File: config.mk
export PLATFORM = sky130hd
export DESIGN_NAME = htsamp_ctrl
export DESIGN_NICKNAME = d
export VERILOG_FILES = /design/src/sv/htsamp_pkg.sv /design/src/sv/htsamp_ctrl.sv
export SDC_FILE = /design/constraint.sdc
export NUM_CORES = 1
export LEC_CHECK = 0
export BUFFER_PORTS_ARGS = -buffer_cell sky130_fd_sc_hd__buf_2
export CORE_AREA = 3 3 40 42
export CTS_CLUSTER_SIZE = 25
export DETAILED_ROUTE_END_ITERATION = 8
export DIE_AREA = 0 0 43 45
export GPL_TIMING_DRIVEN = 0
export PLACE_DENSITY_LB_ADDON = 0.1
export SYNTH_ARGS = -nofsm -noshare
export SYNTH_HDL_FRONTEND = slang
export SYNTH_SLANG_ARGS = --single-unit
export TNS_END_PERCENT = 10
File: constraint.sdc
create_clock -name clk -period 2.01 [get_ports clk]
set_input_delay 0.402 -clock clk [delete_from_list [all_inputs] [get_ports clk]]
set_output_delay 0.402 -clock clk [all_outputs]
set_load 0.01 [all_outputs]
File: src/sv/htsamp_pkg.sv
// ----------------------------------------------------------------------------
// htsamp_pkg
// Shared types and constants for the heightmap triangle height sampler:
// controller states, command/status structs, fixed field widths and
// configuration register indexes.
// ----------------------------------------------------------------------------
package htsamp_pkg;

  localparam int GRID_SIDE_DEF = 256;

  localparam int FIELD_W = 16;
  localparam int GRID_CFG_W = 9;
  localparam int FRAC_BITS = 8;
  localparam int SCALED_W = 2 * FIELD_W;
  localparam int FRAC_W = SCALED_W - FRAC_BITS;
  localparam int WGT_W = FRAC_W + 1;
  localparam int DIFF_W = FIELD_W + 1;
  localparam int MULT_W = WGT_W + DIFF_W;
  localparam int ACC_W = MULT_W + 3;

  localparam int ONE = 1 << FRAC_BITS;
  localparam int HALF = 1 << (FRAC_BITS - 1);

  localparam int CFG_IDX_W = 2;
  localparam int CFG_DATA_W = 16;

  localparam logic [CFG_IDX_W-1:0] REG_GRID_COLUMNS = 2'd0;
  localparam logic [CFG_IDX_W-1:0] REG_GRID_ROWS = 2'd1;
  localparam logic [CFG_IDX_W-1:0] REG_INV_CELL_SIZE = 2'd2;
  localparam logic [CFG_IDX_W-1:0] REG_HEIGHT_OFFSET = 2'd3;

  localparam logic [GRID_CFG_W-1:0] GRID_COLUMNS_RST = 9'd256;
  localparam logic [GRID_CFG_W-1:0] GRID_ROWS_RST = 9'd256;
  localparam logic [FIELD_W-1:0] INV_CELL_SIZE_RST = 16'd1306;
  localparam logic [FIELD_W-1:0] HEIGHT_OFFSET_RST = 16'd51;

  // neighbor selects for the four corner reads
  localparam logic [1:0] NB_00 = 2'd0;
  localparam logic [1:0] NB_01 = 2'd1;
  localparam logic [1:0] NB_10 = 2'd2;
  localparam logic [1:0] NB_11 = 2'd3;

  typedef enum logic [3:0] {
    S_IDLE,
    S_LOC,
    S_BASE,
    S_RD0,
    S_RD1,
    S_RD2,
    S_RD3,
    S_RDW,
    S_MUL,
    S_SUM
  } state_t;

  typedef struct packed {
    logic       capture;
    logic       mem_wr;
    logic       loc_en;
    logic       base_en;
    logic       rd_en;
    logic [1:0] rd_sel;
    logic       cap_en;
    logic [1:0] cap_sel;
    logic       mul_en;
    logic       load_out;
  } ctrl_cmd_t;

  typedef struct packed {
    logic is_query;
    logic out_free;
  } ctrl_sts_t;

endpackage

File: src/sv/htsamp_ctrl.sv
// ----------------------------------------------------------------------------
// htsamp_ctrl
// Sequencer for the sampler: takes one transaction at a time, steps a query
// through locate, address, four corner reads, multiply and sum.
// ----------------------------------------------------------------------------
module htsamp_ctrl (
  input  logic                   clk,
  input  logic                   rst,
  input  logic                   in_valid,
  output logic                   in_ready,
  input  htsamp_pkg::ctrl_sts_t  sts,
  output htsamp_pkg::ctrl_cmd_t  cmd
);
  import htsamp_pkg::*;

  state_t state;
  state_t state_next;

  always_ff @(posedge clk) begin
    if (rst) begin
      state <= S_IDLE;
    end else begin
      state <= state_next;
    end
  end

  always_comb begin
    state_next = state;
    cmd = '0;
    in_ready = 1'b0;
    case (state)
      S_IDLE: begin
        in_ready = 1'b1;
        if (in_valid) begin
          if (sts.is_query) begin
            cmd.capture = 1'b1;
            state_next = S_LOC;
          end else begin
            cmd.mem_wr = 1'b1;
          end
        end
      end
      S_LOC: begin
        cmd.loc_en = 1'b1;
        state_next = S_BASE;
      end
      S_BASE: begin
        cmd.base_en = 1'b1;
        state_next = S_RD0;
      end
      S_RD0: begin
        cmd.rd_en = 1'b1;
        cmd.rd_sel = NB_00;
        state_next = S_RD1;
      end
      S_RD1: begin
        cmd.rd_en = 1'b1;
        cmd.rd_sel = NB_01;
        cmd.cap_en = 1'b1;
        cmd.cap_sel = NB_00;
        state_next = S_RD2;
      end
      S_RD2: begin
        cmd.rd_en = 1'b1;
        cmd.rd_sel = NB_10;
        cmd.cap_en = 1'b1;
        cmd.cap_sel = NB_01;
        state_next = S_RD3;
      end
      S_RD3: begin
        cmd.rd_en = 1'b1;
        cmd.rd_sel = NB_11;
        cmd.cap_en = 1'b1;
        cmd.cap_sel = NB_10;
        state_next = S_RDW;
      end
      S_RDW: begin
        cmd.cap_en = 1'b1;
        cmd.cap_sel = NB_11;
        state_next = S_MUL;
      end
      S_MUL: begin
        cmd.mul_en = 1'b1;
        state_next = S_SUM;
      end
      S_SUM: begin
        if (sts.out_free) begin
          cmd.load_out = 1'b1;
          state_next = S_IDLE;
        end
      end
      default: begin
        state_next = S_IDLE;
      end
    endcase
  end

endmodule

# Word level (Yosys, flattened, before mapping)
# Index checks and enable logic that the tools add are counted.
# W data, S select, Z words.
# classes
n_lt_le_gt_ge	0
mul	0
n_mux	16
n_eq_ne	12
add_sub_neg	0
n_bitwise	0
shift	0
n_reduce_logical	2
div_mod_pow	0
# op_table
cell	count
$pmux W4 S10	1
$pmux W3 S4	2
$eq A4 B3 Y1 const B	4
$mux W4	3
$eq A4 B2 Y1 const B	2
$eq A4 B4 Y1 const B	2
$mux W1	8
$ne A2 B2 Y1 const B	3
$eq A4 B1 Y1 const B	1
$logic_not A4 Y1	1
$mux W2	2
$reduce_and A3 Y1	1
# totals
wordCells	31
in_bits	5
mem_bits_rw	0
latchBits	0
mem_bits_ro	0
memories	0
regBits	4
out_inout_bits	13

# Depth between registers and ports, before layout
# Gate-level depths: netlist (run 1).
# depth
word_depth	3
ltp_mapped	4
depth_no_buf	4

# Worst setup path after synthesis (run 1)
# OpenSTA, ideal clock, no wires.
# synth_timing
path_kind	reg-to-output
start	register state[2]
end	output port cmd[10] (netlist name)
arrival_time_ns	1.001
required_ns	1.608
path_stages_with_launch	4
path_slack_ns	0.607
path_cell_list	dfxtp_1 > nor4_4 > nand2_1 > nor2_1
# synth_rtl
item	line	rtl
start: declaration	htsamp_ctrl.sv:16	state_t state;
start signal: assignment	htsamp_ctrl.sv:23	state <= state_next;
end: declaration	htsamp_ctrl.sv:12	output htsamp_pkg::ctrl_cmd_t cmd

==> results.yml, run 1 <==
timing:
  slew-limit-headroom_pct: 81.1
  finalHoldViolCount: 0
  finalSetupViolCount: 0
  drv_slew: 0
  finalSetupTns_ps: 0
  post-route-min-period_ps: 1680
  setup_ws_ps: 329
  fmax_mhz: 595
  post-route-period-util_pct: 83.6
  rsz0062_at_grt: "false"
  tightestPinTransition_ps: 283
  clock_skew_ps: 2.02
  holdWs_ps: 369
cells_and_area:
  diodes: 0
  register_area_um2: 80.1
  largest_reg_flops: 4
  multi_input_area_um2: 184
  largest_register: "state"
  instances_no_fill: 74
  drive_gt1_share_pct: 42.4
  fillers: 150
  largestRegisters: "state (4)"
  syn2layout_area_growth_pct: 43.7
  final_net_count: 66
worst_setup_path:
  cp_data_required_time_ps: 1610
  cp-start-kind: "flop"
  cp_max_fo: 6
  cp.arrival_ps: 1280
  r2r_start: "state[2]$_SDFFE_PP0P_"
  r2r_end: "state[0]$_SDFFE_PP0P_"
  reg2reg_slack_ps: 920
  critPathCaptureType: "output port"
  rr_worst_depth: 3
  crit_type: "reg2out"
synthesis:
  synth_area_leaders: "dfxtp_1, nor2_1, nand2_1, nor4_4, nor4b_1"
  async_flop_share_pct: 0
  synth_nets: 44
  synth_ff_type: "dfxtp_1"
  ys_seq_area_share_pct: 27.7
  ys_ff_latch: 4
  yosysMostFrequentCell: "nor2_1"
  synthCells: 39
  syn_area_per_cell_um2: 7.41
  ys.warnings.count: 0
  synth_top_cell_by_area: "dfxtp_1"
  synthTopCellsByCount: "nor2_1, nand2_1, dfxtp_1"
  netlist_area_um2: 289
  synth-edff-count: 0
  ys_types: 18
  synth_top_area_share_pct: 27.7
place:
  dp_slack_ps: 574
  place_congestion: 0.662
  dpl.hpwl_um: 544
  port_buffers: 17
  place_inst: 71
power:
  power_density_nw_per_um2: 859
  totalPowerFinal_mw: 0.357
  p_leak_nw: 0.231
  peakVddDrop_mv: 0.208
run:
  drv_cap: 0
routing:
  via_count: 320
  wl_um: 757
  antenna_left: 0
  dr.pass1.iters: 4
  drc: 0
  post_drt_via_cell_ratio: 4.32
  wl_per_cell_um: 10.2
  drtIter0Drc: 2
floorplan:
  chipWidth_um: 43
  core_area_um2: 1280
  io_pins: 18
  rows: 13
  die_area_um2: 1940
  start_util_pct: 22.5
  die_h_um: 45
worst_hold_path:
  hp-class: "in2reg"
  hp-start: "rst"
  hold_end: "state[2]$_SDFFE_PP0P_"
  min_delay_path_depth: 2
clock_network:
  cts_tree: "yes"
  cts_resized: 0
  hold_buffers: 0
  path_clk_slew_ps: 40
  htree_levels: 1
  clock_latency_ps: 230
  cts_buffers: 3
  postCtsSetupBuffers: 0
  clockBufferDepth: 2
  clock-sinks: 4
  root_buffer: "clkbuf_4"
run_status:
  status: "completed"
global_routing:
  globalRouteOverflowTotal: 0
  antenna_found_initial: 0
  grt_max_degree: 11
  grt_first_pass_wirelength_um: 1310
  grt_pass1_vias: 314
  grt_usage_pct: 9.23
-- critical path: stages (launching register included) --
cell     delay, ps
dfxtp_1        380
nor4_4         350
and3_1         190
buf_2          120
-- worst max-delay path by stage --
stage	depth (start not counted)	start	end	slack, ps
floorplan	3	state[2]$_SDFFE_PP0P_	cmd[10]	610
global placement	3	state[2]$_SDFFE_PP0P_	cmd[11]	570
detailed placement	3	state[2]$_SDFFE_PP0P_	cmd[11]	570
CTS	3	state[2]$_SDFFE_PP0P_	cmd[11]	320
global route	4	state[2]$_SDFFE_PP0P_	cmd[10]	200
finish	3	state[2]$_SDFFE_PP0P_	cmd[11]	330
-- layout make-up --
type / instances / share of cell area, %
multi-input cells: 30 / 44.3
flip-flops and latches: 4 / 19.3
plain buffers: 3 / 4.22
repair buffers: 17 / 20.5
inverters: 2 / 1.81
well taps: 15 / 4.52
clock buffers: 3 / 5.42
-- per-layer routing --
metal / vias up / global-route usage, % / share of wire (%)
met5: - / 0 / 0
li1: 171 / - / -
met4: 0 / 9.04 / 0
met2: 14 / 12.6 / 37
met3: 0 / 1.59 / 9.5
met1: 135 / 12.0 / 53
-- kinds of logic after synthesis --
kind of cell           after synthesis  share of synthesized area (%)
AO/OA/AOI/OAI                        3                           9.52
XOR/XNOR                             2                           6.06
buffers and inverters                5                           8.66
flip-flops                           4                           27.7
AND/OR/NAND/NOR                     25                           48.1
-- placed cells by master (no fill, tap or decap) --
master and count:
xor2_1 1, dfxtp_1 4, buf_2 19, a21o_1 1, a221oi_2 1, nor4b_1 2
nand3_1 2, nand2b_1 2, inv_1 2, nor4_4 1, a21oi_1 1, buf_4 1
xnor2_1 1, nand2_1 6, and2_1 2, clkbuf_4 3, nor3_1 2, nor2_1 7
and3_1 1
-- through the flow --
| stage | util, % | cell area, um2 |
|---|---|---|
| 3_3_place_gp | 30.6 | 393 |
| 3_5_place_dp | 30.6 | 393 |
| 6_report | 32.3 | 415 |
| 5_1_grt | 32.3 | 415 |
| 4_1_cts | 32.3 | 415 |
| 2_1_floorplan | - | 289 |
-- report_power, final --
| group | switching (mW) | leakage (nW) | total (mW) | internal (mW) |
|---|---|---|---|---|
| registers | 0.00871 | 0.0327 | 0.0993 | 0.0906 |
| clock network | 0.0336 | 0.0138 | 0.100 | 0.0668 |
| logic | 0.0896 | 0.184 | 0.157 | 0.0676 |
| total | 0.132 | 0.231 | 0.357 | 0.225 |
Power figures use the tool's default switching activity.
==> run 2, diff against run 1 <==
==> constraint.sdc (replaced) <==
create_clock -name clk -period 1.5 [get_ports clk]
set_input_delay 0.3 -clock clk [delete_from_list [all_inputs] [get_ports clk]]
set_output_delay 0.3 -clock clk [all_outputs]
set_load 0.01 [all_outputs]
==> run 2 against run 1 <==
  * First-iteration DRC count increased to 4.0 times the previous value
  * Via count increased by 1.9%
  * Clock-buffer cell count unchanged
  * Final cell count unchanged
  * Sequential cell count unchanged
  * Clock power increased by 33%
  * Sequential share of layout area decreased by 0.77 points
  * Power increased by 51%
==> results.yml, run 2 (synthesis results as in run 1) <==
worst_setup_path:
  critPathCaptureType: "output port"
  cp_max_fo: 4
  path_cells: "nor4_4 -> nand2_1 -> nor2_1 -> buf_2"
  cp-start-kind: "flop"
  cp.arrival_ps: 1200
  crit_slowest_cell: "dfxtp_4"
  cp_data_required_time_ps: 1200
  crit_type: "reg2out"
  cpPeakStageDelay_ps: 350
run:
  drv_cap: 0
clock_network:
  root_buffer: "clkbuf_4"
  cts_tree: "yes"
  cts_buffers: 3
  hold_buffers: 0
  clock_latency_ps: 230
  clockBufferDepth: 2
  htree_levels: 1
  clock-sinks: 4
  path_clk_slew_ps: 40
cells_and_area:
  post-route-util_pct: 37.9
  register_area_um2: 90.1
  final_net_count: 66
  fillers: 148
  largest_register: "state"
  drive_gt1_share_pct: 57.6
  diodes: 0
  final_common_cell: "buf_2"
  multi_input_area_um2: 220
  final_cell_mix: "buf_2, nor2_1, nand2_1"
  syn2layout_area_growth_pct: 68.4
  largestRegisters: "state (4)"
  largest_reg_flops: 4
place:
  port_buffers: 17
  dpl.hpwl_um: 544
  place_congestion: 0.662
  dp_slack_ps: 166
floorplan:
  chipWidth_um: 43
  io_pins: 18
  core_area_um2: 1280
  die_area_um2: 1940
  start_util_pct: 22.5
  die_h_um: 45
  rows: 13
power:
  p_int_mw: 0.344
  peakVddDrop_mv: 0.299
  p_sw_share_pct: 36.2
  p_seq_share_pct: 28.1
  power.switching_mw: 0.195
  p_clk_share_pct: 24.6
  power_density_nw_per_um2: 1110
  p_leak_nw: 0.257
  comb_power_share_pct: 47.2
worst_hold_path:
  hp-class: "in2reg"
timing:
  tightestPinTransition_ps: 262
  setup_ws_ps: 3.03
  holdWs_ps: 260
  post-route-period-util_pct: 99.8
  clock_skew_ps: 1.86
  fmax_mhz: 668
  finalSetupViolCount: 0
  finalHoldViolCount: 0
  drv_slew: 0
  slew-limit-headroom_pct: 82.4
  post-route-min-period_ps: 1500
  rsz0062_at_grt: "true"
global_routing:
  grt_pass1_vias: 309
  globalRouteOverflowTotal: 0
  antenna_found_initial: 0
  grt_max_degree: 11
  grt_usage_pct: 9.48
  grt_first_pass_wirelength_um: 1350
routing:
  post_drt_via_cell_ratio: 4.41
  wl_um: 800
  drtIter0Drc: 8
  wl_per_cell_um: 10.8
  via_count: 326
  drc: 0
  dr.pass1.iters: 4
  antenna_left: 0
run_status:
  status: "completed"
-- run 2: cell count changes in the layout (fill, tap and decap cells not counted), moves of 2 or more --
| cell | delta |
|---|---|
| dfxtp_1 | -4 |
| buf_2 | -2 |
| buf_6 | +2 |
| dfxtp_2 | +2 |
| dfxtp_4 | +2 |
-- run 2: what timing repair did --
item | CTS | global route
buffers inserted | 0 | 1
gates resized for setup | 6 | 10
cloned | 0 | 0
setup endpoints to repair | 7 | 10
pin swaps | 2 | 3
-- run 2: cell type report --
type                            count  area share, %
Tap cell                           15           3.86
Timing Repair Buffer               18           21.6
Buffer                              2           4.63
Clock buffer                        3           4.63
Multi-Input combinational cell     30           45.2
Sequential cell                     4           18.5
Inverter                            2           1.54
-- run 2: final timing paths --
| kind | slack (ps) | endpoint | cells past startpoint | startpoint |
|---|---|---|---|---|
| max | 3 | cmd[10] | 4 | state[1]$_SDFFE_PP0P_ |
| min | 260 | state[2]$_SDFFE_PP0P_ | 2 | rst |
| max reg2reg | 490 | state[3]$_SDFFE_PP0P_ | 3 | state[1]$_SDFFE_PP0P_ |
| min reg2reg | 610 | state[2]$_SDFFE_PP0P_ | 2 | state[3]$_SDFFE_PP0P_ |
-- run 2: routing by layer --
layer	track usage, %	vias up	part of all wire [%]
met4	9.04	0	0
met1	13.2	141	49
li1	-	171	-
met2	12.0	14	42
met3	1.59	0	8.8
met5	0	-	0
-- run 2: through the flow --
step	instance area (um2)	setup TNS [ps]	total power [mW]	instances
after floorplan	289	0	0.282	39
after global placement	393	0	0.349	71
after detailed placement	393	0	0.347	71
after CTS	423	-105	0.493	73
after global routing	487	-231	0.582	74
final	487	0	0.539	74
-- run 2: power by group through the flow --
stage / Clock (mW) / Sequential [mW] / Combinational (mW)
global placement: 0 / 0.135 / 0.214
floorplan: 0 / 0.133 / 0.149
finish: 0.133 / 0.152 / 0.254
detailed placement: 0 / 0.135 / 0.212
global route: 0.146 / 0.155 / 0.281
CTS: 0.138 / 0.158 / 0.198
-- run 2: worst max-delay path, delay by kind of cell, from the launching register on --
kind / cells / cell delay (ps)
buf+inv: 1 / 130
flops: 1 / 350
simple gates: 3 / 490
